## config.mk

```make
export PLATFORM = sky130hd
export DESIGN_NAME = mse_front
export DESIGN_NICKNAME = d
export VERILOG_FILES = /design/src/hw/rtl/mse_pkg.sv /design/src/hw/rtl/mse_front.sv
export SDC_FILE = /design/constraint.sdc
export NUM_CORES = 1
export LEC_CHECK = 0
export BUFFER_PORTS_ARGS = -buffer_cell sky130_fd_sc_hd__clkbuf_2
export CAP_MARGIN = 30
export CORE_UTILIZATION = 50
export DETAILED_ROUTE_END_ITERATION = 7
export HOLD_SLACK_MARGIN = 0.12
export PLACE_DENSITY = 0.77
export SLEW_MARGIN = 0
export SYNTH_ARGS = -nofsm -noshare
export SYNTH_HDL_FRONTEND = slang
export SYNTH_SLANG_ARGS = --single-unit
```

## constraint.sdc

```tcl
create_clock -name i_clk -period 3.4 [get_ports i_clk]
set_input_delay 0.17 -clock i_clk [delete_from_list [all_inputs] [get_ports i_clk]]
set_output_delay 0.17 -clock i_clk [all_outputs]
set_load 0.05 [all_outputs]
```

## src/hw/rtl/mse_pkg.sv

```systemverilog
// shared types and constants of the execute unit
`timescale 1ns / 1ps
`default_nettype none
package mse_pkg;
    localparam int MemBytes  = 65536;
    localparam int MemAw     = $clog2(MemBytes);
    localparam int ProgDepth = 4096;
    localparam int QDepth    = 2;

    localparam logic [3:0] ACT_ADD  = 4'd0;
    localparam logic [3:0] ACT_SUB  = 4'd1;
    localparam logic [3:0] ACT_MUL  = 4'd2;
    localparam logic [3:0] ACT_DIV  = 4'd3;
    localparam logic [3:0] ACT_SLT  = 4'd4;
    localparam logic [3:0] ACT_ADDI = 4'd5;
    localparam logic [3:0] ACT_SUBI = 4'd6;
    localparam logic [3:0] ACT_LW   = 4'd7;
    localparam logic [3:0] ACT_SW   = 4'd8;
    localparam logic [3:0] ACT_SLTI = 4'd9;
    localparam logic [3:0] ACT_BEQ  = 4'd10;
    localparam logic [3:0] ACT_BNE  = 4'd11;
    localparam logic [3:0] ACT_J    = 4'd12;

    typedef struct packed {
        logic [3:0]  action;
        logic [4:0]  dest_reg;
        logic [4:0]  src_reg;
        logic [4:0]  second_reg;
        logic [31:0] imm;
        logic [11:0] target;
    } t_instr;
endpackage
`default_nettype wire

```

## src/hw/rtl/mse_front.sv

```systemverilog
// front end: accepts items into a short instruction queue
`timescale 1ns / 1ps
`default_nettype none
module mse_front (
    input  wire                 i_clk,
    input  wire                 i_rst_n,
    input  wire                 i_valid,
    output logic                o_ready,
    input  mse_pkg::t_instr     i_instr,
    output logic                o_q_valid,
    input  wire                 i_q_pop,
    output mse_pkg::t_instr     o_q_instr
);
    mse_pkg::t_instr r_q [mse_pkg::QDepth];
    logic r_wp, r_rp;
    logic [1:0] r_cnt;
    logic push;

    assign o_ready   = (r_cnt != 2'(mse_pkg::QDepth));
    assign push      = i_valid && o_ready;
    assign o_q_valid = (r_cnt != 2'd0);
    assign o_q_instr = r_q[r_rp];

    always_ff @(posedge i_clk) begin
        if (push) r_q[r_wp] <= i_instr;
        if (!i_rst_n) begin
            r_wp <= 1'b0; r_rp <= 1'b0; r_cnt <= 2'd0;
        end else begin
            if (push) r_wp <= ~r_wp;
            if (i_q_pop) r_rp <= ~r_rp;
            r_cnt <= r_cnt + 2'(push) - 2'(i_q_pop);
        end
    end
endmodule
`default_nettype wire

```

==> impl_metrics.ini, run 1 <==
[clock_tree]
cts-root-buf = clkbuf_8
cts_tree = done
cts_made_buffers = 17
clk_latency_ps = 510
path_clk_slew_ps = 60
htreeDepth = 4
cts_num_sinks = 131
cts_setup_buffers = 0
clock_path_buffers = 2

[setup_path]
critPathLaunchType = register
path_class = reg -> out
cp_slowest_stage_delay_ps = 590
cp.arrival_ps = 2070
crit_fanout = 48
cp_top_family = flip-flops
crit_chain = buf_12 -> mux2_2 -> clkbuf_2
end_kind = output port
cp.required_ps = 3230
crit_buf_inv = 2
cp_slowest_cell = dfxtp_2

[power]
p_leak_nw = 2.68
p_per_area_nw_per_um2 = 681
vdd_ir_drop_max_mv = 0.381

[status]
run_status = complete, no violations

[final_layout]
finalNetCount = 505
drive_gt1_share_pct = 52.2
nFillCells = 574
layout_common_cells = clkbuf_2 (131), edfxtp_1 (126), dlygate4sd3_1 (66)
final_common_cell = clkbuf_2
final_cells = 579
area_growth_pct = 43.0
postLayoutCellArea_um2 = 6910
n_antenna_cell = 0

[floorplanning]
core_um2 = 9280
fp-row-count = 35
die_height_um = 100
die_area_um2 = 10100
pin_count = 132
die_w_um = 100
start_util_pct = 52.1

[synthesis]
synth.net_count = 292
yosysSeqAreaShare_pct = 80.3
synth_top_area_share_pct = 78.3
ys_warn_count = 0
synth.area.top_cells = edfxtp_1 (78%), mux2_2 (15%), dfxtp_1 (2.1%), buf_6 (1.4%), and2_1 (0.39%)
synth.ff_latch_count = 131
synthCells = 224
synth_cell_types = 23
yosys.area.top_type = edfxtp_1
avgSynthCellArea_um2 = 21.6
syn_area_um2 = 4830

[sta]
max_slew_margin_pct = 56.7
fin_tns_setup_ps = 0
rsz0062_at_grt = no
hold_violations = 0
setup_ws_ps = 1160
worst_pin_slew_ps = 648
finalSetupViolations = 0
slew_violations = 0
max_freq_ghz = 0.447
period_share_pct = 65.9
skew_ps = 9.06
fin_crit_ps = 2240

[drt]
wire_per_inst_um = 16.1
routed_wirelength_um = 9340
drt_iter0_markers = 79
viasPerCell = 4.81
drt-pass1-iter-count = 4
drc = 0
num_vias = 2786
antenna_left = 0

[global_routing]
grt_max_degree = 49
grt_usage_pct = 19.7
antenna_found_initial = 0
grt_pass1_vias = 2879
grt_overflow = 0
grt_pass1_wl_um = 14200

[flow_run]
drv_cap = 0

[placement]
io_buffers = 131
dpl-instance-area_um2 = 5630
place_ws_ps = 1410
place_hpwl_um = 5240
place.gp.congestion = 0.656
dp.cells = 481

[hold_path]
worstHoldPathType = in -> reg
layer usage:
| metal | wire length [um] | GRT usage (%) |
|---|---|---|
| met1 | 3540 | 20.9 |
| met2 | 5230 | 36.4 |
| met3 | 425 | 5.85 |
| met4 | 148 | 8.36 |
| met5 | 0 | 0 |
state kept, by name (all words and copies together) (netlist names), named ones only:
name / flops
r_cnt: 2
r_q: 126
r_rp: 1
r_wp: 1
metrics by stage:
step | util [%] | total power [mW] | hold WS [ps]
6_report | 74.4 | 4.71 | 389
2_1_floorplan | - | 2.62 | 269
4_1_cts | 74.4 | 4.74 | 361
3_3_place_gp | 60.7 | 2.80 | 359
3_5_place_dp | 60.7 | 2.82 | 363
5_1_grt | 74.4 | 4.86 | 367
report_power, final:
part	switching (mW)	total, mW	internal [mW]
registers	0.0444	1.98	1.93
clock network	0.666	1.86	1.20
logic	0.599	0.868	0.269
what timing repair did:
action | in CTS | in global routing
endpoints found under the hold margin | 131 | 0
resized for setup | 0 | 0
hold buffers | 66 | 0
area by class of cell:
class                      count  area [um^2]  area share (%)
clock buffer                  18          418            6.05
inverter                       2         7.51           0.109
clock inverter                14          199            2.88
tap                          129          161            2.34
sequential                   131         3880            56.2
timing repair buffer         201         1370            19.8
multi-input combinational     84          870            12.6
synth_stat cells (all sizes together):
library cell,n
a211o,1
a211oi,1
a21bo,1
a21boi,2
and2,3
and3,1
buf,7
dfxtp,5
edfxtp,126
ha,1
inv,2
mux2,63
mux2i,1
nand2,2
nand2b,1
nand3,1
nand3b,2
nor4b,1
or2,1
xnor2,1
xor2,1
worst paths after layout:
path | startpoint | to | slack, ps | cells after the start
setup / recovery | register | o_q_instr[47] | 1160 | 3
hold / removal | i_instr[8] | r_q[1][8] | 390 | 2
setup reg to reg | r_cnt[0] | r_q[0][28] | 1440 | 4
hold reg to reg | r_rp | register | 580 | 2
cells by family (layout without fill, tap and decap cells):
group / Yosys count / after routing / synth area share (%)
xor gates and xnor gates: 2 / 2 / 0.362
and+or+nand+nor: 12 / 12 / 1.53
adders and majority gates: 1 / 1 / 0.259
buffers and inverters: 9 / 235 / 1.71
muxes: 64 / 64 / 14.9
DFF: 131 / 131 / 80.3
AOI/OAI and AO/OA: 5 / 5 / 0.932
worst reg2reg max path, delay by kind of cell, from the launching register on:
family | cells | cell delay (ps)
buffers and inverters | 2 | 910
DFF | 1 | 370
and+or+nand+nor | 2 | 350
(Power assumes the default switching activity.)
==> inputs of run 2 (changes only) <==
Settings changed: ABC_AREA set to 1, CORE_UTILIZATION 50 to 47, PLACE_DENSITY 0.77 to 0.75.
Clock period 3.4 ns to 1.8 ns, I/O delays scaled along.
==> run 2 against run 1 <==
Power rose by 89%. Non-clock buffer count rose by 7. Clock-buffer cell count rose by 2. Critical path depth rose by 1. Largest power group unchanged. Register-to-register slack got worse by 1300 ps. Routed wire length fell by 0.15%. Global-route usage fell by 2.3 points. Hold slack got worse by 77 ps. Design area rose by 7.7%. Sequential share of layout area fell by 3.9 points. First-iteration DRC count fell by 5.1%. Worst setup slack got worse by 1100 ps.
==> impl_metrics.ini, run 2 <==
[placement]
dpl-instance-area_um2 = 5930
place_hpwl_um = 5300
place.gp.congestion = 0.721
io_buffers = 131

[sta]
fin_tns_setup_ps = 0
rsz0062_at_grt = yes
worst_pin_slew_ps = 378
hold_violations = 0
finalSetupViolations = 0
skew_ps = 6.77
period_share_pct = 96.6
max_freq_ghz = 0.575
slew_violations = 0
max_slew_margin_pct = 74.8
fin_crit_ps = 1740

[synthesis]
synth.ff_latch_count = 131
ys_warn_count = 0
synth_cell_types = 13
yosysMostFrequentCell = edfxtp_1
yosys.area.top_type = edfxtp_1
avgSynthCellArea_um2 = 22.1
syn_area_um2 = 5070
synth.area.top_cells = edfxtp_1 (75%), mux2_4 (18%), buf_12 (2.4%), dfxtp_1 (2.0%), nand2_1 (0.89%)
synth_top_area_share_pct = 74.6
synth.net_count = 297
synth_ff_type = edfxtp_1
netlist_top_cells_count = edfxtp_1 (126), mux2_4 (60), nand2_1 (12)
synth_edf_count = 126
async_flop_share_pct = 0
yosysSeqAreaShare_pct = 76.6
synthCells = 229

[clock_tree]
clock_path_buffers = 2
cts_tree = done
cts_made_buffers = 17
cts_num_sinks = 131
clk_latency_ps = 500
htreeDepth = 4
path_clk_slew_ps = 60
cts-root-buf = clkbuf_8

[setup_path]
crit_chain = buf_6 -> buf_6 -> mux2_4 -> buf_8
cp.required_ps = 1710
cp_slowest_stage_delay_ps = 430
critPathLaunchType = register
crit_top_cell = buf_6
cp_slowest_cell = dfxtp_4
end_kind = output port
path_class = reg -> out
cp.arrival_ps = 1650
crit_fanout = 6

[final_layout]
top_regs = r_q (126), r_cnt (2)
drive_gt1_share_pct = 51.5
nFillCells = 679
final_common_cell = edfxtp_1
n_antenna_cell = 0
largest_reg_flops = 126
finalNetCount = 517
largest_register = r_q
layout_common_cells = edfxtp_1 (126), clkbuf_2 (75), dlygate4sd3_1 (67)
postLayoutCellArea_um2 = 7440
area_growth_pct = 46.8

[power]
p_per_area_nw_per_um2 = 1200
vdd_ir_drop_max_mv = 0.705
p_leak_nw = 3.01
power_mw = 8.92

[drt]
routed_wirelength_um = 9330
drt_iter0_markers = 75
drt-pass1-iter-count = 4
drc = 0
wire_per_inst_um = 15.6
viasPerCell = 4.63
num_vias = 2767
antenna_left = 0

[floorplanning]
die_area_um2 = 11200
start_util_pct = 48.9
pin_count = 132
die_height_um = 106
core_um2 = 10400
die_w_um = 106
fp-row-count = 37

[global_routing]
globalRouteMet2Util_pct = 31.3
busiest_layer = met2
grt_max_degree = 65
antenna_found_initial = 0
grt_pass1_vias = 3008
met3_usage_pct = 5.81
grt_usage_pct = 17.4
use_met1_pct = 18.6
grt_pass1_wl_um = 14300
grt_overflow = 0

[status]
run_status = complete, no violations

[flow_run]
drv_cap = 0

[hold_path]
worstHoldPathType = in -> reg
[run 2: changes by cell type after synthesis, sizes merged, moves of 2 or more]
cell    delta
nor2       +7
a21boi     -2
inv        +3
nand3b     -2
nand2     +10
and2       -3
[run 2: cells by family after synthesis]
logic type      count (synthesis)  synth area share [%]
mux                            63                  18.4
xor+xnor                        1                 0.173
buf+inv                        12                  2.96
flops                         131                  76.6
simple gates                   20                  1.50
compound gates                  1                0.0986
fa+ha+maj                       1                 0.247
[run 2: worst max-delay path, delay by kind of cell, from the launching register on]
kind                   cells  cell delay (ps)
DFF                        1              430
buffers and inverters      3              420
muxes                      1              300
[run 2: final timing paths]
check | from | endpoint | slack [ps] | cells after the start
worst max register to register | r_cnt[0] | r_cnt[0] | 100 | 8
worst min-delay path | i_instr[35] | r_q[0][35] | 310 | 2
worst max-delay path | register | o_q_instr[6] | 60 | 4
worst min register to register | r_rp | r_rp | 500 | 2
[run 2: layout make-up]
| cell class | instances | area (um^2) | share of cell area [%] |
|---|---|---|---|
| Sequential cell | 131 | 3890 | 52.3 |
| Timing Repair Buffer | 208 | 1690 | 22.7 |
| Multi-Input combinational cell | 86 | 1080 | 14.6 |
| Clock buffer | 20 | 425 | 5.72 |
| Tap cell | 136 | 170 | 2.29 |
| Clock inverter | 12 | 163 | 2.19 |
| Inverter | 5 | 18.8 | 0.252 |
[run 2: timing repair]
action,4_1_cts,5_1_grt
gates resized for setup,43,86
setup endpoints to repair,54,57
pin swaps,0,0
buffers inserted,3,0
hold buffers,67,0
endpoints found under the hold margin,131,0
[run 2: per-stage QoR]
stage	setup slack [ps]	cells	hold WS (ps)	util [%]
after floorplan	-161	229	183	-
after global placement	420	496	278	57.2
after detailed placement	365	496	283	57.2
after CTS	-7.14	598	290	70.7
after global routing	-20.1	598	299	71.8
final	62.1	598	312	71.8
[run 2: power breakdown]
| part | switching, mW | internal [mW] | total, mW |
|---|---|---|---|
| clock | 1.14 | 2.23 | 3.36 |
| sequential | 0.0819 | 3.65 | 3.73 |
| combinational | 1.10 | 0.721 | 1.82 |
[run 2: metal layers]
metal | routed length [um] | share of wire (%) | up-vias
met5 | 0 | 0 | -
met4 | 107 | 1.1 | 0
met3 | 490 | 5.3 | 11
met2 | 5070 | 54 | 89
met1 | 3660 | 39 | 1337
li1 | - | - | 1330
